### config.mk
export PLATFORM = sky130hd
export DESIGN_NAME = lexicographic_permutation_stepper
export DESIGN_NICKNAME = d
export VERILOG_FILES = /design/src/sv/lps_pkg.sv /design/src/sv/lps_store.sv /design/src/sv/lps_sequencer.sv /design/src/sv/lexicographic_permutation_stepper.sv
export VERILOG_INCLUDE_DIRS = /design/src /design/src/sv
export SDC_FILE = /design/constraint.sdc
export NUM_CORES = 1
export LEC_CHECK = 0
export ABC_AREA = 1
export BUFFER_PORTS_ARGS = -buffer_cell sky130_fd_sc_hd__buf_2
export CORE_MARGIN = 4
export CORE_UTILIZATION = 54
export DETAILED_ROUTE_END_ITERATION = 7
export PLACE_DENSITY_LB_ADDON = 0.2
export SLEW_MARGIN = 20
export SYNTH_ARGS = -nofsm -noshare
export SYNTH_HDL_FRONTEND = slang
export SYNTH_SLANG_ARGS = --single-unit
### constraint.sdc
create_clock -name clock -period 4.4 [get_ports clock]
set_input_delay 0.44 -clock clock [delete_from_list [all_inputs] [get_ports clock]]
set_output_delay 0.44 -clock clock [all_outputs]
set_load 0.005 [all_outputs]
### src/sv/lexicographic_permutation_stepper_macros.svh
// Assertion macros used by the permutation stepper sequencer.
`ifndef LEXICOGRAPHIC_PERMUTATION_STEPPER_MACROS_SVH
`define LEXICOGRAPHIC_PERMUTATION_STEPPER_MACROS_SVH

// Checks that the antecedent implies the consequent in the same cycle.
`define LPS_ASSERT_SAME(label, clk, rst, ante, cons, msg) \
   label: assert property (@(posedge clk) disable iff (rst) (ante) |-> (cons)) \
      else $error(msg);

// Checks that the antecedent implies the consequent in the following cycle.
`define LPS_ASSERT_NEXT(label, clk, rst, ante, cons, msg) \
   label: assert property (@(posedge clk) disable iff (rst) (ante) |=> (cons)) \
      else $error(msg);

`endif

### src/sv/lps_pkg.sv
// Package with constants and types shared by the permutation stepper modules.
`timescale 1ns / 1ps
package lps_pkg;
   localparam int ENTRY_W = 4;
   localparam int DEFAULT_MAX_COUNT = 16;
   localparam int OP_W = 2;
   localparam int STEP_W = 16;
   localparam int COUNT_W = 5;
   localparam int PERM_W = 64;
   localparam logic [COUNT_W-1:0] COUNT_RESET = 5'd11;

   localparam logic [OP_W-1:0] OP_RESET = 2'd0;
   localparam logic [OP_W-1:0] OP_ADVANCE = 2'd1;
   localparam logic [OP_W-1:0] OP_JUMP = 2'd2;

   typedef struct packed {
      logic wr_en;
      logic load_identity;
   } store_cmd_type;

   typedef struct packed {
      logic idle;
      logic done;
      logic has_next;
   } seq_status_type;
endpackage

### src/sv/lps_store.sv
// Permutation store with one read port, one write port and an identity load.
`timescale 1ns / 1ps
module lps_store
   import lps_pkg::*;
#(
   parameter int MAX_COUNT = DEFAULT_MAX_COUNT,
   localparam int IDX_W = $clog2(MAX_COUNT)
) (
   input  logic                         clock,
   input  logic                         reset,
   input  store_cmd_type                cmd,
   input  logic [IDX_W-1:0]             rd_addr,
   input  logic [IDX_W-1:0]             wr_addr,
   input  logic [ENTRY_W-1:0]           wr_data,
   output logic [ENTRY_W-1:0]           rd_data,
   output logic [MAX_COUNT*ENTRY_W-1:0] entries
);
   logic [ENTRY_W-1:0] entries_ff [MAX_COUNT];

   always_ff @(posedge clock) begin
      if (reset || cmd.load_identity) begin
         for (int i = 0; i < MAX_COUNT; i++) begin
            entries_ff[i] <= ENTRY_W'(i);
         end
      end else if (cmd.wr_en) begin
         entries_ff[wr_addr] <= wr_data;
      end
   end

   assign rd_data = entries_ff[rd_addr];

   always_comb begin
      for (int i = 0; i < MAX_COUNT; i++) begin
         entries[i*ENTRY_W +: ENTRY_W] = entries_ff[i];
      end
   end
endmodule

### src/sv/lps_sequencer.sv
// Sequencer that steps the store with one shared entry comparator.
`timescale 1ns / 1ps
module lps_sequencer
   import lps_pkg::*;
#(
   parameter int MAX_COUNT = DEFAULT_MAX_COUNT,
   localparam int IDX_W = $clog2(MAX_COUNT),
   localparam int CNT_W = $clog2(MAX_COUNT + 1)
) (
   input  logic               clock,
   input  logic               reset,
   input  logic               start,
   input  logic [OP_W-1:0]    op,
   input  logic [STEP_W-1:0]  step_count,
   input  logic [CNT_W-1:0]   count,
   input  logic               out_free,
   input  logic [ENTRY_W-1:0] rd_data,
   output store_cmd_type      cmd,
   output logic [IDX_W-1:0]   rd_addr,
   output logic [IDX_W-1:0]   wr_addr,
   output logic [ENTRY_W-1:0] wr_data,
   output seq_status_type     status
);
   typedef enum logic [3:0] {
      ST_IDLE,
      ST_ADV_START,
      ST_SCAN_PIVOT,
      ST_SCAN_K,
      ST_SWAP_K,
      ST_SWAP_P,
      ST_REV_A,
      ST_REV_B,
      ST_REV_C,
      ST_STEP_END,
      ST_DONE
   } state_type;

   state_type          state_ff, state_in;
   logic [STEP_W-1:0]  steps_ff, steps_in;
   logic [IDX_W-1:0]   idx_ff, idx_in;
   logic [IDX_W-1:0]   pl_ff, pl_in;
   logic [IDX_W-1:0]   lo_ff, lo_in;
   logic [IDX_W-1:0]   hi_ff, hi_in;
   logic [ENTRY_W-1:0] hold_a_ff, hold_a_in;
   logic [ENTRY_W-1:0] hold_b_ff, hold_b_in;
   logic [ENTRY_W-1:0] pv_ff, pv_in;
   logic               flag_ff, flag_in;
   logic [ENTRY_W-1:0] cmp_a;
   logic [ENTRY_W-1:0] cmp_b;
   logic               cmp_lt;
   logic [IDX_W-1:0]   last_idx;

   assign last_idx = IDX_W'(count - CNT_W'(1));
   assign cmp_lt = cmp_a < cmp_b;

   always_comb begin
      state_in = state_ff;
      steps_in = steps_ff;
      idx_in = idx_ff;
      pl_in = pl_ff;
      lo_in = lo_ff;
      hi_in = hi_ff;
      hold_a_in = hold_a_ff;
      hold_b_in = hold_b_ff;
      pv_in = pv_ff;
      flag_in = flag_ff;
      cmd = '0;
      rd_addr = idx_ff;
      wr_addr = lo_ff;
      wr_data = hold_b_ff;
      cmp_a = rd_data;
      cmp_b = hold_a_ff;
      case (state_ff)
         ST_IDLE: begin
            if (start) begin
               flag_in = 1'b0;
               case (op)
                  OP_RESET: begin
                     cmd.load_identity = 1'b1;
                     state_in = ST_DONE;
                  end
                  OP_ADVANCE: begin
                     steps_in = STEP_W'(1);
                     state_in = ST_ADV_START;
                  end
                  OP_JUMP: begin
                     cmd.load_identity = 1'b1;
                     steps_in = step_count;
                     state_in = (step_count == '0) ? ST_DONE : ST_ADV_START;
                  end
                  default: begin
                     state_in = ST_DONE;
                  end
               endcase
            end
         end
         ST_ADV_START: begin
            rd_addr = last_idx;
            if (count <= CNT_W'(1)) begin
               flag_in = 1'b0;
               state_in = ST_STEP_END;
            end else begin
               hold_a_in = rd_data;
               idx_in = IDX_W'(count - CNT_W'(2));
               state_in = ST_SCAN_PIVOT;
            end
         end
         ST_SCAN_PIVOT: begin
            rd_addr = idx_ff;
            if (cmp_lt) begin
               pl_in = idx_ff;
               pv_in = rd_data;
               idx_in = last_idx;
               state_in = ST_SCAN_K;
            end else if (idx_ff == '0) begin
               lo_in = '0;
               hi_in = last_idx;
               flag_in = 1'b0;
               state_in = ST_REV_A;
            end else begin
               hold_a_in = rd_data;
               idx_in = idx_ff - IDX_W'(1);
            end
         end
         ST_SCAN_K: begin
            rd_addr = idx_ff;
            cmp_a = pv_ff;
            cmp_b = rd_data;
            if (cmp_lt) begin
               hold_b_in = rd_data;
               state_in = ST_SWAP_K;
            end else begin
               idx_in = idx_ff - IDX_W'(1);
            end
         end
         ST_SWAP_K: begin
            cmd.wr_en = 1'b1;
            wr_addr = idx_ff;
            wr_data = pv_ff;
            state_in = ST_SWAP_P;
         end
         ST_SWAP_P: begin
            cmd.wr_en = 1'b1;
            wr_addr = pl_ff;
            wr_data = hold_b_ff;
            lo_in = pl_ff + IDX_W'(1);
            hi_in = last_idx;
            flag_in = 1'b1;
            state_in = ST_REV_A;
         end
         ST_REV_A: begin
            rd_addr = lo_ff;
            if (lo_ff < hi_ff) begin
               hold_a_in = rd_data;
               state_in = ST_REV_B;
            end else begin
               state_in = ST_STEP_END;
            end
         end
         ST_REV_B: begin
            rd_addr = hi_ff;
            hold_b_in = rd_data;
            cmd.wr_en = 1'b1;
            wr_addr = hi_ff;
            wr_data = hold_a_ff;
            state_in = ST_REV_C;
         end
         ST_REV_C: begin
            cmd.wr_en = 1'b1;
            wr_addr = lo_ff;
            wr_data = hold_b_ff;
            lo_in = lo_ff + IDX_W'(1);
            hi_in = hi_ff - IDX_W'(1);
            state_in = ST_REV_A;
         end
         ST_STEP_END: begin
            if (steps_ff == STEP_W'(1)) begin
               state_in = ST_DONE;
            end else begin
               steps_in = steps_ff - STEP_W'(1);
               state_in = ST_ADV_START;
            end
         end
         ST_DONE: begin
            if (out_free) begin
               state_in = ST_IDLE;
            end
         end
         default: begin
            state_in = ST_IDLE;
         end
      endcase
   end

   always_ff @(posedge clock) begin
      if (reset) begin
         state_ff <= ST_IDLE;
         flag_ff <= 1'b0;
      end else begin
         state_ff <= state_in;
         flag_ff <= flag_in;
      end
      steps_ff <= steps_in;
      idx_ff <= idx_in;
      pl_ff <= pl_in;
      lo_ff <= lo_in;
      hi_ff <= hi_in;
      hold_a_ff <= hold_a_in;
      hold_b_ff <= hold_b_in;
      pv_ff <= pv_in;
   end

   assign status.idle = (state_ff == ST_IDLE);
   assign status.done = (state_ff == ST_DONE);
   assign status.has_next = flag_ff;

`include "lexicographic_permutation_stepper_macros.svh"

   `LPS_ASSERT_SAME(a_scan_k_right_of_pivot, clock, reset, state_ff == ST_SCAN_K, idx_ff > pl_ff, "Successor scan passed the pivot.")
   `LPS_ASSERT_SAME(a_reverse_ordered, clock, reset, state_ff == ST_REV_B, lo_ff < hi_ff, "Reversal swap with crossed bounds.")
   `LPS_ASSERT_NEXT(a_start_leaves_idle, clock, reset, status.idle && start, !status.idle, "Accepted request did not start work.")
endmodule

### src/sv/lexicographic_permutation_stepper.sv
// Top level of the lexicographic permutation stepper.
//
// Each request runs one operation on a store of MAX_COUNT 4-bit entries and
// returns the first element_count entries (capped at MAX_COUNT) packed into
// rsp_permutation, with rsp_has_next telling whether the last advance found a
// successor. A reset request loads the identity and goes straight to the done
// state. In an advance, the pivot and successor scans read one entry per
// cycle through the single store read port into the shared entry comparator,
// and each swap of the suffix reversal passes through the REV_A, REV_B and
// REV_C states. A jump loads the identity and then runs step_count advances.
// The block takes no request and no csr write while an operation is in
// progress; the finished result sits in an output register, so the next
// request is taken while it waits.
`timescale 1ns / 1ps
module lexicographic_permutation_stepper
   import lps_pkg::*;
#(
   parameter int MAX_COUNT = DEFAULT_MAX_COUNT
) (
   input  logic               clock,
   input  logic               reset,
   input  logic               req_valid,
   output logic               req_stall,
   input  logic [OP_W-1:0]    req_operation,
   input  logic [STEP_W-1:0]  req_step_count,
   output logic               rsp_valid,
   input  logic               rsp_stall,
   output logic [PERM_W-1:0]  rsp_permutation,
   output logic               rsp_has_next,
   input  logic               csr_valid,
   output logic               csr_ready,
   input  logic [COUNT_W-1:0] csr_element_count
);
   localparam int IDX_W = $clog2(MAX_COUNT);
   localparam int CNT_W = $clog2(MAX_COUNT + 1);

   logic [COUNT_W-1:0]           element_count_ff;
   logic [CNT_W-1:0]             count_eff;
   logic                         rsp_valid_ff;
   logic [PERM_W-1:0]            rsp_permutation_ff, rsp_permutation_in;
   logic                         rsp_has_next_ff;
   logic                         out_free;
   logic                         out_load;
   store_cmd_type                cmd;
   seq_status_type               status;
   logic [IDX_W-1:0]             rd_addr;
   logic [IDX_W-1:0]             wr_addr;
   logic [ENTRY_W-1:0]           wr_data;
   logic [ENTRY_W-1:0]           rd_data;
   logic [MAX_COUNT*ENTRY_W-1:0] entries;

   assign count_eff = (element_count_ff > COUNT_W'(MAX_COUNT)) ? CNT_W'(MAX_COUNT)
                                                             : CNT_W'(element_count_ff);
   assign req_stall = !status.idle;
   assign csr_ready = status.idle;
   assign out_free = !rsp_valid_ff || !rsp_stall;
   assign out_load = status.done && out_free;

   lps_store #(
      .MAX_COUNT(MAX_COUNT)
   ) u_store (
      .clock(clock),
      .reset(reset),
      .cmd(cmd),
      .rd_addr(rd_addr),
      .wr_addr(wr_addr),
      .wr_data(wr_data),
      .rd_data(rd_data),
      .entries(entries)
   );

   lps_sequencer #(
      .MAX_COUNT(MAX_COUNT)
   ) u_sequencer (
      .clock(clock),
      .reset(reset),
      .start(req_valid),
      .op(req_operation),
      .step_count(req_step_count),
      .count(count_eff),
      .out_free(out_free),
      .rd_data(rd_data),
      .cmd(cmd),
      .rd_addr(rd_addr),
      .wr_addr(wr_addr),
      .wr_data(wr_data),
      .status(status)
   );

   always_comb begin
      rsp_permutation_in = '0;
      for (int i = 0; i < MAX_COUNT; i++) begin
         if (CNT_W'(i) < count_eff) begin
            rsp_permutation_in[i*ENTRY_W +: ENTRY_W] = entries[i*ENTRY_W +: ENTRY_W];
         end
      end
   end

   always_ff @(posedge clock) begin
      if (reset) begin
         element_count_ff <= COUNT_RESET;
         rsp_valid_ff <= 1'b0;
      end else begin
         if (csr_valid && csr_ready) begin
            element_count_ff <= csr_element_count;
         end
         if (out_load) begin
            rsp_valid_ff <= 1'b1;
         end else if (!rsp_stall) begin
            rsp_valid_ff <= 1'b0;
         end
      end
      if (out_load) begin
         rsp_permutation_ff <= rsp_permutation_in;
         rsp_has_next_ff <= status.has_next;
      end
   end

   assign rsp_valid = rsp_valid_ff;
   assign rsp_permutation = rsp_permutation_ff;
   assign rsp_has_next = rsp_has_next_ff;
endmodule
After elaboration in Yosys (flattened, before gate mapping) --
Memories as Yosys holds them, arrays and structs flattened. A register that Yosys moved wholly into a read port is not among the register bits. Index checks and enable logic that the tools add are counted.
Operators by class: reductions and logical operators 45, mux-type cells 58, equal/unequal tests 28, order comparisons 20, add/sub/neg operators 7
Operator list (number):
- $mux 4 | 26
- $pmux 4 s3 | 6
- $pmux 16 s2 | 2
- $lt 4x5->1 const A | 8
- $pmux 4 s10 | 1
- $mux 16 | 2
- $pmux 4 s2 | 3
- $lt 3x5->1 const A | 4
- $logic_not 1->1 | 19
- $eq 16x1->1 const B | 1
- $eq 4x3->1 const B | 4
- $logic_not 16->1 | 1
- $mux 1 | 16
- $sub 16x1->16 const B | 1
- $ne 2x2->1 const B | 7
- $eq 4x4->1 const B | 3
- $reduce_and 4->1 | 3
- $sub 4x1->4 const B | 3
- $lt 1x5->1 const A | 2
- $lt 2x5->1 const A | 2
- $ne 2x1->1 const B | 5
- $reduce_and 5->1 | 2
- $reduce_bool 3->1 | 3
- $add 4x1->4 const B | 2
- other kinds (22) | 32
Storage, ports and cells: input bits 28, bits in writable memories 64, bits in registers 56, output and inout port bits 68, memories kept 1
Memories:
- u_store.entries_ff | depth 16, width 4, rd ports 17, clocked after Yosys merged registers in 16, write ports 16, RTL line lps_store.sv:18 | logic [ENTRY_W-1:0] entries_ff [MAX_COUNT];

Depth between registers and ports, before layout --
word-level depth 10, gate-level depth with buffers 27

By module --
From an unflattened synthesis, not the netlist that was laid out.
Unflattened totals: cell total of the unflattened synthesis 1101, area, all modules 9685.5 µm²
Modules (own cells, without submodules):
- lps_sequencer | area each 3463.3 µm², cells each 452, times used 1
- lps_store | area each 3268.1 µm², cells each 391, times used 1
- lexicographic_permutation_stepper | area each 2954.1 µm², cells each 258, times used 1

Worst setup path after synthesis --
No wires, ideal clock.
path type register -> register, from register u_sequencer.state_ff[1], to register rsp_has_next_ff (netlist: rsp_has_next) (enable), buffers on the path 0, stages on the path, launching flop included 7, data arrival time 3.618 ns, setup slack 0.293 ns, clock period less this slack 4.107 ns, cells stage by stage dfxtp_1 inv_2 nor2_4 inv_1 nor2_1 inv_1 nor2_1
Between the ends: cells in the longest elaborated chain, start to end 2
Ends and longest elaborated chain:
- start: declaration | RTL line lps_sequencer.sv:38 | state_type state_ff, state_in;
- start signal: assignment | RTL line lps_sequencer.sv:200 | state_ff <= state_in;
- $eq 4x4->1 | RTL line lps_sequencer.sv:214 | assign status.done = (state_ff == ST_DONE);
- $logic_and 1x1->1 | RTL line lexicographic_permutation_stepper.sv:57 | assign out_load = status.done && out_free;
- via out_load | RTL line lexicographic_permutation_stepper.sv:43 | logic out_load;
- end signal: assignment | RTL line lexicographic_permutation_stepper.sv:115 | rsp_has_next_ff <= status.has_next;
- end: declaration | RTL line lexicographic_permutation_stepper.sv:41 | logic rsp_has_next_ff;
The timed path passes the listed nets, and every way through them passes these cells. A chain may end at the register's enable or synchronous reset.

Final worst setup path --
from register u_sequencer.state_ff[0], to register u_sequencer.idx_ff[3] (enable)
Between the ends: cells in the longest elaborated chain, start to end 7
Ends and longest elaborated chain:
- $eq 4x3->1 or $eq 4x1->1 (tied branches) | RTL line lps_sequencer.sv:73 | case (state_ff)
- $pmux 4 s3 | RTL line lps_sequencer.sv:73
- $mem_v2 16x4
- $mux 4 | RTL line lps_sequencer.sv:73
- $lt 4x4->1 | RTL line lps_sequencer.sv:54 | assign cmp_lt = cmp_a < cmp_b;
- $ne 3x2->1 (no line) or $ne 2x2->1 (tied branches)
- $reduce_and 4->1 (no line) (*)
- end signal: assignment | RTL line lps_sequencer.sv:204 | idx_ff <= idx_in;
- end: declaration | RTL line lps_sequencer.sv:40 | logic [IDX_W-1:0] idx_ff, idx_in;
Mark *: on every way between the ends. The rest lies on a longest branch, timed or not.

==> impl_metrics.json <==
{
  "ir_drop_v": 0.000368,
  "hpwlAfterDp_um": 17200,
  "whs_endpoint": "element_count_ff[3]$_SDFFE_PP1P_",
  "start_util_pct": 55.6,
  "fin_crit_sh_pct": 88.4,
  "cp-end-kind": "register",
  "num_rows": 47,
  "ctsHoldBuffers": 0,
  "critPathArrivalTime_ps": 4000,
  "startpoint_type": "register",
  "stdcell_area_sq_um": 10700,
  "antenna_found_initial": 1,
  "worstReg2RegStart": "u_sequencer.state_ff[0]$_SDFFE_PP0P_",
  "finalWirelength_um": 23000,
  "cts.sink_count": 184,
  "wl_per_cell_um": 16.9,
  "power_mw": 6.73,
  "die_area_sq_um": 19400,
  "synth_top_family_by_area": "simple AND/OR/NAND/NOR gates",
  "path_cells": "inv_1 > nor2_2 > nand2_2 > nand2_4 > inv_2 > nand2_4 > nand2_2 > buf_4 > o21ai_0 > a21oi_1 > o311ai_0 > o21ai_0 > nand2_1 > o21ai_0 > ha_1 > nand3_1 > nand2_1 > nand2_1 > nand2_2 > inv_2 > nand2_1 > nand2_1 > a21oi_2",
  "post_dp_cell_area_sq_um": 10100,
  "slowest_stage": "dfxtp_1",
  "clock_path_buffers": 2,
  "drv_slew": 0,
  "postCtsSetupBuffers": 0,
  "synth_compound_area_share_pct": 9.58,
  "grt_pass1_vias": 6827,
  "synth_xor_area_share_pct": 1.22,
  "r2r_slack_ps": 510,
  "ff2ff_path_depth": 23,
  "status": "finished clean",
  "required_ps": 4510,
  "cp-startpoint": "u_sequencer.state_ff[0]$_SDFFE_PP0P_",
  "setup_viol": 0,
  "max_freq_mhz": 257,
  "synth_seq_area_share_pct": 58.1,
  "critPathKind": "register to register",
  "htreeDepth": 4,
  "yosysMostFrequentCell": "inv_1",
  "finClkSkew_ps": 12.5,
  "p_leak_nw": 4.54,
  "postLayoutCoreUtil_pct": 63.8,
  "synthSimpleGateAreaFrac_pct": 20.0,
  "grt_pass1_wl_um": 36100,
  "r2r-end": "u_sequencer.idx_ff[3]$_DFFE_PP_",
  "clk_pin_slew_ps": 70,
  "rsz0062_at_grt": "no",
  "synth_area_leader_cell": "edfxtp_1",
  "vias": 7328,
  "via_per_inst": 5.39,
  "worstMarginPinSlew_ps": 1080,
  "fin_ws_ps": 509,
  "cpMostUsedCell": "nand2_1",
  "drive_gt1_share_pct": 15.4,
  "route.detailed.drc": 0,
  "whs_path_depth": 3,
  "synth_adder_area_share_pct": 2.15,
  "initialDrtViolationCount": 763,
  "cts_buffers": 17,
  "grtUsageTotal_pct": 23.7,
  "hold_viol": 0,
  "die_w_um": 139,
  "synthArstFlopShare_pct": 0,
  "overflow": 0,
  "min_from": "csr_element_count[3]",
  "syn_area_sq_um": 9320,
  "syn-num-nets": 1064,
  "nets": 1171,
  "synthTopCellsByCount": "inv_1 (188), nor2_1 (182), edfxtp_1 (173)",
  "area_delta_synth_final_pct": 14.7,
  "yosysTopAreaCellShare_pct": 55.7,
  "period_needed_ps": 3890,
  "maxCapViolCount": 0,
  "yosysWarnings": 0,
  "ys_types": 44,
  "whs_ps": 226,
  "ys_seq_elements": 184,
  "relSlewSlack_pct": 28.2,
  "power.density_nw_per_um2": 629,
  "dpl_worst_slack_ps": 451,
  "crit_fanout": 20,
  "n_antenna_cell": 0,
  "core_sq_um": 16800,
  "final.setup.tns_ps": 0,
  "avgSynthCellArea_sq_um": 9.14,
  "die_h_um": 139,
  "synth_edf_count": 173,
  "globalplace.congestion": 0.946,
  "cts_tree": "yes",
  "synth_flop_cell": "edfxtp_1",
  "instances_no_fill": 1360,
  "worstSkewPairLatency_ps": 430,
  "placed_cells": 1328,
  "cp_slowest_stage_delay_ps": 440,
  "syn_inst": 1020,
  "drtPass1Iterations": 6,
  "yosys-top-cells-area": "edfxtp_1 (56%), inv_1 (7.6%), nor2_1 (7.3%)",
  "pin_count": 96,
  "post_cts_resized": 0,
  "cts-root-buf": "clkbuf_16",
  "grt_max_degree": 65,
  "min_path_type": "primary input to register",
  "ant_nets": 0,
  "synth_mux_area_share_pct": 0,
  "portBuffers": 95
}
## cells in the final DEF (no fill, tap or decap), drive strengths merged, types with 16 or more instances in the layout
| cell type | synthesis | final |
|---|---|---|
| nor2 | 190 | 190 |
| ha | 16 | 16 |
| edfxtp | 173 | 173 |
| clkbuf | 18 | 18 |
| buf | 3 | 109 |
| a21oi | 36 | 36 |
| inv | 195 | 201 |
| nand2 | 175 | 175 |
| o21ai | 64 | 64 |
| nand3 | 50 | 50 |
## flip-flops by register name, summed over array words and instances (netlist names), 5 cells and up
signal                cells
u_sequencer.steps_ff     16
u_store.entries_ff       64
element_count_ff          5
rsp_permutation          64
## critical path: cells and delay by family (launching register included)
kind | cells | cell delay [ps]
adders and majority gates | 1 | 280
AOI/OAI and AO/OA | 6 | 990
and+or+nand+nor | 12 | 1350
buffers and inverters | 4 | 500
DFF | 1 | 440
## worst max-delay path by stage
stage	to	cells after the start	slack, ps
floorplan	rsp_has_next$_DFFE_PP_	6	290
global placement	u_sequencer.idx_ff[2]$_DFFE_PP_	23	570
detailed placement	u_sequencer.idx_ff[3]$_DFFE_PP_	21	450
CTS	u_sequencer.idx_ff[3]$_DFFE_PP_	21	440
global route	u_sequencer.idx_ff[3]$_DFFE_PP_	21	70
finish	u_sequencer.idx_ff[3]$_DFFE_PP_	23	510
## power breakdown
part	switching, mW	internal, mW
sequential	0.179	2.41
clock	0.683	0.856
combinational	1.83	0.771
## layer usage
| metal | part of all wire, % | vias up | global-route usage [%] |
|---|---|---|---|
| met1 | 44 | 3380 | 33.2 |
| li1 | - | 3573 | - |
| met5 | 0.056 | - | 0 |
| met4 | 1.4 | 2 | 7.05 |
| met2 | 47 | 338 | 37.8 |
| met3 | 8.3 | 35 | 4.84 |
## logic make-up (layout without fill, tap and decap cells)
family	after synthesis	in the layout
AOI/OAI and AO/OA	151	151
buffers and inverters	217	337
xor gates and xnor gates	13	13
adders and majority gates	16	16
and+or+nand+nor	439	439
DFF	184	184
## area by class of cell
class | instances | area [sq um]
well taps | 220 | 275
clock inverters | 14 | 166
flip-flops and latches | 184 | 5420
clock buffers | 18 | 429
fillers | 1419 | 6060
inverters | 196 | 736
repair buffers | 109 | 581
multi-input cells | 619 | 3090
Power figures use the tool's default switching activity.
